### config.mk
export PLATFORM = sky130hd
export DESIGN_NAME = column_nearest_stretch_unit
export DESIGN_NICKNAME = d
export VERILOG_FILES = /design/src/hdl/cns_pkg.sv /design/src/hdl/cns_ratio_div.sv /design/src/hdl/cns_front.sv /design/src/hdl/cns_cmd_queue.sv /design/src/hdl/cns_back.sv /design/src/hdl/column_nearest_stretch_unit.sv
export SDC_FILE = /design/constraint.sdc
export NUM_CORES = 1
export LEC_CHECK = 0
export BUFFER_PORTS_ARGS = -buffer_cell sky130_fd_sc_hd__buf_2
export CORE_MARGIN = 1
export CORE_UTILIZATION = 40
export DETAILED_ROUTE_END_ITERATION = 12
export PLACE_DENSITY = 0.56
export SLEW_MARGIN = 20
export SYNTH_ARGS = -nofsm -noshare
export SYNTH_HDL_FRONTEND = slang
export SYNTH_SLANG_ARGS = --single-unit
### constraint.sdc
create_clock -name clock -period 4.65 [get_ports clock]
set_input_delay 0.6975 -clock clock [delete_from_list [all_inputs] [get_ports clock]]
set_output_delay 0.6975 -clock clock [all_outputs]
set_load 0.05 [all_outputs]
### src/hdl/cns_pkg.sv
`timescale 1ns / 1ps
// ----------------------------------------------------------------------------
// cns_pkg - shared types and constants for the column nearest stretch unit
// Field widths, register codes and the flag groups passed between stages.
// ----------------------------------------------------------------------------
package cns_pkg;

   localparam int SAMPLE_W    = 16;
   localparam int LEN_REG_W   = 7;
   localparam int COL_REG_W   = 11;
   localparam int CSR_INDEX_W = 2;
   localparam int CSR_DATA_W  = 11;
   localparam int MAX_COLUMNS = 1024;
   localparam int COL_IDX_W   = 10;
   localparam int CMD_DEPTH   = 4;

   // register indexes of the configuration port
   localparam logic [CSR_INDEX_W-1:0] CSR_OUT_LENGTH   = 2'd0;
   localparam logic [CSR_INDEX_W-1:0] CSR_IN_LENGTH    = 2'd1;
   localparam logic [CSR_INDEX_W-1:0] CSR_COLUMN_COUNT = 2'd2;

   localparam logic [LEN_REG_W-1:0] OUT_LENGTH_RESET   = 7'd64;
   localparam logic [LEN_REG_W-1:0] IN_LENGTH_RESET    = 7'd64;
   localparam logic [COL_REG_W-1:0] COLUMN_COUNT_RESET = 11'd1;

   // per-command flags from the front to the back
   typedef struct packed {
      logic last_in;
      logic table_last;
   } cmd_flags_type;

   // flags carried by one result
   typedef struct packed {
      logic run_last;
      logic column_end;
      logic table_end;
   } rsp_flags_type;

endpackage

### src/hdl/cns_ratio_div.sv
`timescale 1ns / 1ps
// ----------------------------------------------------------------------------
// cns_ratio_div - restoring divider for the step ratio
// One quotient bit per cycle; done pulses once the quotient is final.
// ----------------------------------------------------------------------------
module cns_ratio_div
   import cns_pkg::*;
#(
   parameter int NUM_W = 22,
   parameter int DEN_W = 7
) (
   input  logic             clock,
   input  logic             reset,
   input  logic             start,
   input  logic [NUM_W-1:0] numer,
   input  logic [DEN_W-1:0] denom,
   output logic             busy,
   output logic             done,
   output logic [NUM_W-1:0] quot
);

   localparam int CNT_W = $clog2(NUM_W + 1);

   logic [NUM_W-1:0] quo_ff;
   logic [DEN_W-1:0] rem_ff;
   logic [DEN_W-1:0] den_ff;
   logic [CNT_W-1:0] cnt_ff;
   logic             busy_ff;
   logic             done_ff;

   logic [DEN_W:0]   trial;
   logic             fits;
   logic [DEN_W-1:0] rem_in;

   always_comb begin
      trial  = {rem_ff, quo_ff[NUM_W-1]};
      fits   = trial >= {1'b0, den_ff};
      rem_in = fits ? DEN_W'(trial - {1'b0, den_ff}) : trial[DEN_W-1:0];
   end

   always_ff @(posedge clock) begin
      if (reset) begin
         busy_ff <= 1'b0;
         done_ff <= 1'b0;
         cnt_ff  <= '0;
      end else begin
         done_ff <= 1'b0;
         if (start) begin
            quo_ff  <= numer;
            rem_ff  <= '0;
            den_ff  <= denom;
            cnt_ff  <= CNT_W'(NUM_W);
            busy_ff <= 1'b1;
         end else if (busy_ff) begin
            quo_ff <= {quo_ff[NUM_W-2:0], fits};
            rem_ff <= rem_in;
            cnt_ff <= cnt_ff - 1'b1;
            if (cnt_ff == CNT_W'(1)) begin
               busy_ff <= 1'b0;
               done_ff <= 1'b1;
            end
         end
      end
   end

   assign busy = busy_ff;
   assign done = done_ff;
   assign quot = quo_ff;

endmodule

### src/hdl/cns_front.sv
`timescale 1ns / 1ps
// ----------------------------------------------------------------------------
// cns_front - configuration, step ratio and sample classification
// Holds the registers, advances the position per sample and issues one
// command per sample: the run end index and the column/table end flags.
// ----------------------------------------------------------------------------
module cns_front
   import cns_pkg::*;
#(
   parameter int MAX_LEN   = 64,
   parameter int FRAC_BITS = 15,
   parameter int LEN_W     = 7,
   parameter int ACC_W     = 22
) (
   input  logic                   clock,
   input  logic                   reset,
   input  logic                   csr_valid,
   output logic                   csr_ready,
   input  logic [CSR_INDEX_W-1:0] csr_index,
   input  logic [CSR_DATA_W-1:0]  csr_data,
   input  logic                   req_push,
   output logic                   req_full,
   input  logic [SAMPLE_W-1:0]    req_sample,
   input  logic                   cmd_full,
   output logic                   cmd_push,
   output logic [SAMPLE_W-1:0]    cmd_sample,
   output logic [LEN_W-1:0]       cmd_hi,
   output cmd_flags_type          cmd_flags,
   output logic                   restart,
   output logic [LEN_W-1:0]       eff_out_len
);

   logic [LEN_REG_W-1:0] out_len_ff;
   logic [LEN_REG_W-1:0] in_len_ff;
   logic [COL_REG_W-1:0] col_cnt_ff;
   logic                 restart_ff;
   logic [ACC_W-1:0]     ratio_ff;
   logic [ACC_W-1:0]     acc_ff;
   logic [LEN_W-1:0]     in_idx_ff;
   logic [COL_IDX_W-1:0] col_idx_ff;

   logic [LEN_W-1:0]     eff_out;
   logic [LEN_W-1:0]     eff_in;
   logic [COL_REG_W-1:0] eff_cols;
   logic                 csr_write;
   logic                 accept;
   logic [ACC_W-1:0]     acc_next;
   logic [LEN_W-1:0]     hi_raw;
   logic [LEN_W-1:0]     hi;
   logic                 last_in;
   logic                 table_last;
   logic                 div_busy;
   logic                 div_done;
   logic [ACC_W-1:0]     div_quot;

   // saturate the registers to their usable ranges
   always_comb begin
      if (out_len_ff == '0) begin
         eff_out = LEN_W'(1);
      end else if (int'(out_len_ff) > MAX_LEN) begin
         eff_out = LEN_W'(MAX_LEN);
      end else begin
         eff_out = LEN_W'(out_len_ff);
      end

      if (in_len_ff == '0) begin
         eff_in = LEN_W'(1);
      end else if (int'(in_len_ff) > int'(eff_out)) begin
         eff_in = eff_out;
      end else begin
         eff_in = LEN_W'(in_len_ff);
      end

      if (col_cnt_ff == '0) begin
         eff_cols = COL_REG_W'(1);
      end else if (int'(col_cnt_ff) > MAX_COLUMNS) begin
         eff_cols = COL_REG_W'(MAX_COLUMNS);
      end else begin
         eff_cols = col_cnt_ff;
      end
   end

   cns_ratio_div #(
      .NUM_W (ACC_W),
      .DEN_W (LEN_W)
   ) u_div (
      .clock (clock),
      .reset (reset),
      .start (restart_ff),
      .numer ({eff_out, {FRAC_BITS{1'b0}}}),
      .denom (eff_in),
      .busy  (div_busy),
      .done  (div_done),
      .quot  (div_quot)
   );

   assign csr_ready = 1'b1;
   assign csr_write = csr_valid && (csr_index == CSR_OUT_LENGTH ||
                      csr_index == CSR_IN_LENGTH || csr_index == CSR_COLUMN_COUNT);
   assign req_full  = restart_ff || div_busy || div_done || cmd_full;
   assign accept    = req_push && !req_full;

   always_comb begin
      acc_next   = acc_ff + ratio_ff;
      hi_raw     = acc_next[ACC_W-1:FRAC_BITS];
      hi         = (hi_raw > eff_out) ? eff_out : hi_raw;
      last_in    = ({1'b0, in_idx_ff} + 1'b1) >= {1'b0, eff_in};
      table_last = ({1'b0, col_idx_ff} + 1'b1) >= eff_cols;
   end

   always_ff @(posedge clock) begin
      if (reset) begin
         out_len_ff <= OUT_LENGTH_RESET;
         in_len_ff  <= IN_LENGTH_RESET;
         col_cnt_ff <= COLUMN_COUNT_RESET;
         restart_ff <= 1'b1;
         acc_ff     <= '0;
         in_idx_ff  <= '0;
         col_idx_ff <= '0;
      end else begin
         restart_ff <= 1'b0;
         if (csr_write) begin
            unique case (csr_index)
               CSR_OUT_LENGTH:   out_len_ff <= csr_data[LEN_REG_W-1:0];
               CSR_IN_LENGTH:    in_len_ff  <= csr_data[LEN_REG_W-1:0];
               CSR_COLUMN_COUNT: col_cnt_ff <= csr_data;
               default:          ;
            endcase
            // drop any partial column and start the table over
            restart_ff <= 1'b1;
            acc_ff     <= '0;
            in_idx_ff  <= '0;
            col_idx_ff <= '0;
         end else if (accept) begin
            if (last_in) begin
               acc_ff     <= '0;
               in_idx_ff  <= '0;
               col_idx_ff <= table_last ? '0 : col_idx_ff + 1'b1;
            end else begin
               acc_ff    <= acc_next;
               in_idx_ff <= in_idx_ff + 1'b1;
            end
         end
      end
   end

   always_ff @(posedge clock) begin
      if (div_done) begin
         ratio_ff <= div_quot;
      end
   end

   assign cmd_push              = accept;
   assign cmd_sample            = req_sample;
   assign cmd_hi                = hi;
   assign cmd_flags.last_in     = last_in;
   assign cmd_flags.table_last  = table_last;
   assign restart               = restart_ff;
   assign eff_out_len           = eff_out;

endmodule

### src/hdl/cns_cmd_queue.sv
`timescale 1ns / 1ps
// ----------------------------------------------------------------------------
// cns_cmd_queue - short command queue between front and back
// Register-based FIFO of CMD_DEPTH entries with a flush for restarts.
// ----------------------------------------------------------------------------
module cns_cmd_queue
   import cns_pkg::*;
#(
   parameter int WIDTH = 25
) (
   input  logic             clock,
   input  logic             reset,
   input  logic             flush,
   input  logic             push,
   input  logic [WIDTH-1:0] push_data,
   output logic             full,
   input  logic             pop,
   output logic             head_valid,
   output logic [WIDTH-1:0] head_data
);

   localparam int PTR_W = $clog2(CMD_DEPTH);

   logic [WIDTH-1:0] mem [CMD_DEPTH];
   logic [PTR_W-1:0] wr_ptr_ff;
   logic [PTR_W-1:0] rd_ptr_ff;
   logic [PTR_W:0]   count_ff;
   logic             do_push;
   logic             do_pop;

   assign full       = count_ff == (PTR_W + 1)'(CMD_DEPTH);
   assign head_valid = count_ff != '0;
   assign head_data  = mem[rd_ptr_ff];
   assign do_push    = push && !full;
   assign do_pop     = pop && head_valid;

   always_ff @(posedge clock) begin
      if (reset || flush) begin
         wr_ptr_ff <= '0;
         rd_ptr_ff <= '0;
         count_ff  <= '0;
      end else begin
         if (do_push) begin
            wr_ptr_ff <= wr_ptr_ff + 1'b1;
         end
         if (do_pop) begin
            rd_ptr_ff <= rd_ptr_ff + 1'b1;
         end
         unique case ({do_push, do_pop})
            2'b10:   count_ff <= count_ff + 1'b1;
            2'b01:   count_ff <= count_ff - 1'b1;
            default: ;
         endcase
      end
   end

   always_ff @(posedge clock) begin
      if (do_push) begin
         mem[wr_ptr_ff] <= push_data;
      end
   end

endmodule

### src/hdl/cns_back.sv
`timescale 1ns / 1ps
// ----------------------------------------------------------------------------
// cns_back - run expansion and result register
// Repeats the head command's sample up to its run end, zero-fills to the
// column length on a column's last sample; one result per cycle while popped.
// ----------------------------------------------------------------------------
module cns_back
   import cns_pkg::*;
#(
   parameter int LEN_W = 7
) (
   input  logic                clock,
   input  logic                reset,
   input  logic                flush,
   input  logic [LEN_W-1:0]    eff_out_len,
   input  logic                head_valid,
   input  logic [SAMPLE_W-1:0] head_sample,
   input  logic [LEN_W-1:0]    head_hi,
   input  cmd_flags_type       head_flags,
   output logic                head_pop,
   output logic                rsp_empty,
   input  logic                rsp_pop,
   output logic [SAMPLE_W-1:0] rsp_value,
   output logic                rsp_run_last,
   output logic                rsp_column_end,
   output logic                rsp_table_end
);

   logic [LEN_W-1:0]    out_idx_ff;
   logic                rsp_valid_ff;
   logic [SAMPLE_W-1:0] value_ff;
   rsp_flags_type       flags_ff;

   logic                out_free;
   logic                go;
   logic                has_run;
   logic                has_fill;
   logic                emit;
   logic [LEN_W:0]      idx_next;
   logic                final_item;
   rsp_flags_type       flags_in;

   always_comb begin
      out_free   = !rsp_valid_ff || rsp_pop;
      go         = head_valid && out_free;
      has_run    = out_idx_ff < head_hi;
      has_fill   = head_flags.last_in && (out_idx_ff < eff_out_len);
      emit       = has_run || has_fill;
      idx_next   = {1'b0, out_idx_ff} + 1'b1;
      final_item = head_flags.last_in ? (idx_next >= {1'b0, eff_out_len})
                                      : (idx_next >= {1'b0, head_hi});
      flags_in.run_last   = final_item;
      flags_in.column_end = final_item && head_flags.last_in;
      flags_in.table_end  = final_item && head_flags.last_in && head_flags.table_last;
   end

   // a command that yields no result retires without a transfer
   assign head_pop = go && (!emit || final_item);

   always_ff @(posedge clock) begin
      if (reset || flush) begin
         out_idx_ff   <= '0;
         rsp_valid_ff <= 1'b0;
      end else begin
         if (rsp_pop) begin
            rsp_valid_ff <= 1'b0;
         end
         if (go) begin
            if (emit) begin
               rsp_valid_ff <= 1'b1;
            end
            if (head_pop && head_flags.last_in) begin
               out_idx_ff <= '0;
            end else if (emit) begin
               out_idx_ff <= idx_next[LEN_W-1:0];
            end
         end
      end
   end

   always_ff @(posedge clock) begin
      if (go && emit) begin
         value_ff <= has_run ? head_sample : '0;
         flags_ff <= flags_in;
      end
   end

   assign rsp_empty      = !rsp_valid_ff;
   assign rsp_value      = value_ff;
   assign rsp_run_last   = flags_ff.run_last;
   assign rsp_column_end = flags_ff.column_end;
   assign rsp_table_end  = flags_ff.table_end;

endmodule

### src/hdl/column_nearest_stretch_unit.sv
`timescale 1ns / 1ps
// ----------------------------------------------------------------------------
// column_nearest_stretch_unit - nearest-neighbor column stretch
// Each column of in_length samples becomes out_length results by repetition.
// ----------------------------------------------------------------------------
// Usage: after reset and after every configuration write the step ratio is
// rebuilt by a bit-serial divider, with req_full held high meanwhile; a write
// also drops any partial column and restarts at column 0. The front takes one
// sample per cycle while req_full is low into a four-entry command queue; the
// back produces one result per cycle while results are popped, so a sample
// holds the back for as many results as it causes: about out_length /
// in_length, at least one, and the last sample of a column also adds the zero
// fill up to out_length. The result register reloads in the cycle it is
// popped. in_length above out_length is treated as out_length.
module column_nearest_stretch_unit
   import cns_pkg::*;
#(
   parameter int MAX_LEN   = 64,
   parameter int FRAC_BITS = 15
) (
   input  logic                   clock,
   input  logic                   reset,
   input  logic                   req_push,
   output logic                   req_full,
   input  logic [SAMPLE_W-1:0]    req_sample,
   output logic                   rsp_empty,
   input  logic                   rsp_pop,
   output logic [SAMPLE_W-1:0]    rsp_value,
   output logic                   rsp_run_last,
   output logic                   rsp_column_end,
   output logic                   rsp_table_end,
   input  logic                   csr_valid,
   output logic                   csr_ready,
   input  logic [CSR_INDEX_W-1:0] csr_index,
   input  logic [CSR_DATA_W-1:0]  csr_data
);

   localparam int LEN_W = $clog2(MAX_LEN + 1);
   localparam int ACC_W = LEN_W + FRAC_BITS;
   localparam int CMD_W = SAMPLE_W + LEN_W + $bits(cmd_flags_type);

   logic                cmd_full;
   logic                cmd_push;
   logic [SAMPLE_W-1:0] cmd_sample;
   logic [LEN_W-1:0]    cmd_hi;
   cmd_flags_type       cmd_flags;
   logic                restart;
   logic [LEN_W-1:0]    eff_out_len;

   logic                head_valid;
   logic [CMD_W-1:0]    head_data;
   logic                head_pop;
   logic [SAMPLE_W-1:0] head_sample;
   logic [LEN_W-1:0]    head_hi;
   cmd_flags_type       head_flags;

   cns_front #(
      .MAX_LEN   (MAX_LEN),
      .FRAC_BITS (FRAC_BITS),
      .LEN_W     (LEN_W),
      .ACC_W     (ACC_W)
   ) u_front (
      .clock       (clock),
      .reset       (reset),
      .csr_valid   (csr_valid),
      .csr_ready   (csr_ready),
      .csr_index   (csr_index),
      .csr_data    (csr_data),
      .req_push    (req_push),
      .req_full    (req_full),
      .req_sample  (req_sample),
      .cmd_full    (cmd_full),
      .cmd_push    (cmd_push),
      .cmd_sample  (cmd_sample),
      .cmd_hi      (cmd_hi),
      .cmd_flags   (cmd_flags),
      .restart     (restart),
      .eff_out_len (eff_out_len)
   );

   cns_cmd_queue #(
      .WIDTH (CMD_W)
   ) u_queue (
      .clock      (clock),
      .reset      (reset),
      .flush      (restart),
      .push       (cmd_push),
      .push_data  ({cmd_sample, cmd_hi, cmd_flags}),
      .full       (cmd_full),
      .pop        (head_pop),
      .head_valid (head_valid),
      .head_data  (head_data)
   );

   assign {head_sample, head_hi, head_flags} = head_data;

   cns_back #(
      .LEN_W (LEN_W)
   ) u_back (
      .clock          (clock),
      .reset          (reset),
      .flush          (restart),
      .eff_out_len    (eff_out_len),
      .head_valid     (head_valid),
      .head_sample    (head_sample),
      .head_hi        (head_hi),
      .head_flags     (head_flags),
      .head_pop       (head_pop),
      .rsp_empty      (rsp_empty),
      .rsp_pop        (rsp_pop),
      .rsp_value      (rsp_value),
      .rsp_run_last   (rsp_run_last),
      .rsp_column_end (rsp_column_end),
      .rsp_table_end  (rsp_table_end)
   );

endmodule

==> flow_summary.yaml <==
outcome:
  status: "finished, final reports clean"
global_routing:
  grt_start_max_net_pins: 36
  grt-ovfl-total: 0
  top_usage_layer: "met2"
  track_usage: 0.171
  gr-usage-met1: 0.229
  antenna_found_initial: 0
  grt_use_met3: 0.0265
  grt_pass1_wl_um: 45800
  grt_pass1_vias: 8663
  met2_usage: 0.292
place:
  dp_cells: 1615
  place.gp.congestion: 0.840
  dpl.hpwl_um: 19100
  portBuffers: 54
  post_dp_cell_area_sq_um: 14100
final_layout:
  fin_cells: 1672
  fillers: 3041
  drive_gt1_frac: 0.153
  n_antenna_cell: 0
  areaGrowthSynthToFinish_pct: 14.6
  nNetsFinal: 1341
  design_area_sq_um: 15100
drt:
  finalWirelength_um: 28000
  num_vias: 8585
  dr.pass1.iters: 5
  routed_via_density: 5.13
  drc: 0
  antenna_left: 0
  drtIter0Drc: 399
  wl_per_cell_um: 16.7
clocking:
  cts-root-buf: "clkbuf_16"
  cts_hold_buf: 0
  cts_tree: "done"
  cts_inserted_buffers: 30
  h-tree-depth: 1
  clock_path_buffers: 3
  clk_latency_ns: 0.58
  clk_pin_slew_ns: 0.06
  clock-sinks: 266
power_and_ir_drop:
  power.density_nw_per_um2: 359
  ir_drop_mv: 0.278
  leakagePower_nw: 5.87
  report.power.total_w: 0.00544
logic_synthesis:
  yosysMostFrequentCell: "edfxtp_1"
  synth.area.top_cells: "edfxtp_1 (40%), dfxtp_1 (13%), ha_1 (9.3%)"
  synth_common_cells: "edfxtp_1 (177), nor2_1 (105), ha_1 (98), dfxtp_1 (89), nand2_1 (77)"
  avgSynthCellArea_sq_um: 11.7
  synth_top_area_frac: 0.402
  dominantRegCellSynth: "edfxtp_1"
  ys_async_sr_fraction: 0
  ys_seq_area_frac: 0.537
  ys_seq_elements: 266
  synthCells: 1131
  yosysUniqueCellTypes: 74
  syn_area_sq_um: 13200
  synth-warning-count: 0
  syn_nets: 1266
  synth_edf_count: 177
  synth_top_area_cell: "edfxtp_1"
floorplan:
  die_area_sq_um: 33800
  initial_utilization: 0.406
  io-pin-count: 56
  num_rows: 66
  die_h_um: 184
  fp.coreArea_sq_um: 32500
  die_x_um: 184
sta:
  max_freq_ghz: 0.227
  rsz0062_at_grt: "true"
  drv_slew: 0
  finalSetupViolations: 0
  finalHoldViolCount: 0
  clock_skew_ns: 0.0301
  fin_crit_sh: 0.945
  max-slew-margin-rel: 0.312
  worst_pin_slew_ns: 1.03
  period_needed_ns: 4.40
  setup_tns_ns: 0
  hold_slack_ns: 0.332
setup_path:
  required_ns: 4.98
  cp-start-kind: "flop"
  setup.worst_path.end_class: "flop"
  crit_chain: "ha_1, fa_1, a211oi_1, o21ai_0, a221oi_2, buf_4, o21ai_1, a21oi_1, xnor2_1, inv_1, ha_1, a21o_1, a21oi_1, o21ai_0, o22ai_1, buf_4, mux2i_1"
  cpMaxStageDelayCell: "fa_1"
  crit_family: "compound AO/OA/AOI/OAI gates"
  slowest_delay_ns: 0.44
  cp_num_buf_inv: 3
  cp_max_fo: 7
  critPathKind: "reg -> reg"
  worstPathArrival_ns: 4.72
run:
  maxCapViolations: 0
hold_path:
  hold_path_class: "in -> reg"
registers in the layout (all words and copies together), names as in the netlist, 10 cells and up, named ones only:
signal	flops
u_front.ratio_ff	22
u_queue.mem	100
u_front.col_cnt_ff	11
u_front.u_div.quot	22
u_back.rsp_value	16
u_front.acc_ff	22
u_front.col_idx_ff	10
path summary, 6_finish.rpt:
| path | slack [ns] | end | start | cells after the start |
|---|---|---|---|---|
| max | 0.25 | u_queue.mem[0][4]$_DFFE_PP_ | u_front.ratio_ff[0]$_DFFE_PP_ | 17 |
| min | 0.33 | u_queue.mem[3][11]$_DFFE_PP_ | req_sample[2] | 1 |
| max reg2reg | 0.25 | u_queue.mem[0][4]$_DFFE_PP_ | u_front.ratio_ff[0]$_DFFE_PP_ | 17 |
| min reg2reg | 0.44 | u_front.ratio_ff[11]$_DFFE_PP_ | u_front.u_div.quot[11]$_SDFFCE_PP0P_ | 0 |
power breakdown:
part / total (W) / internal, W / switching, W / leakage [nW]
sequential: 0.00261 / 0.00258 / 0.0000308 / 2.36
clock: 0.00245 / 0.00147 / 0.000979 / 0.505
combinational: 0.000381 / 0.000149 / 0.000232 / 3.01
total: 0.00544 / 0.00420 / 0.00124 / 5.87
stage by stage:
| stage | util | setup slack [ns] |
|---|---|---|
| finish | 0.465 | 0.254 |
| global route | 0.465 | -0.0577 |
| CTS | 0.465 | 0.0366 |
| detailed placement | 0.433 | 0.0569 |
| global placement | 0.433 | 0.167 |
| floorplan | - | 0.395 |
logic make-up (layout without fill, tap and decap cells):
logic type / count (synthesis) / count (layout) / synth area share
AOI/OAI and AO/OA: 220 / 220 / 0.108
xor gates and xnor gates: 44 / 44 / 0.0292
adders and majority gates: 101 / 101 / 0.0974
buffers and inverters: 99 / 198 / 0.0292
DFF: 266 / 266 / 0.537
muxes: 69 / 69 / 0.0774
other: 1 / 1 / 0.000284
and+or+nand+nor: 331 / 331 / 0.122
per-layer routing:
metal | part of all wire | routed length, um
met2 | 0.47 | 13100
met5 | 0 | 0
met3 | 0.039 | 1080
met4 | 0.016 | 456
met1 | 0.48 | 13300
area by class of cell:
cell class                      count  area [sq um]  share of cell area
Multi-Input combinational cell    766          5760               0.381
Tap cell                          442           553              0.0365
Inverter                           63           236              0.0156
Clock inverter                     20           262              0.0173
Timing Repair Buffer               79           458              0.0302
Sequential cell                   266          7100               0.469
Clock buffer                       36           773              0.0511
cell usage in the layout, fill, tap and decap left out, drive strengths merged, types with 36 or more instances in the layout:
cell,netlist,layout
edfxtp,177,177
nor2,105,105
ha,98,98
dfxtp,89,89
buf,9,79
nand2,77,77
a21oi,74,74
inv,62,64
o21ai,50,50
nor2b,45,45
clkbuf,27,36
repair_timing:
action / CTS / global route
endpoints found under the setup margin: 0 / 42
hold endpoints to repair: 0 / 0
resized for setup: 0 / 5
setup buffers: 0 / 1
(Power assumes the default switching activity.)
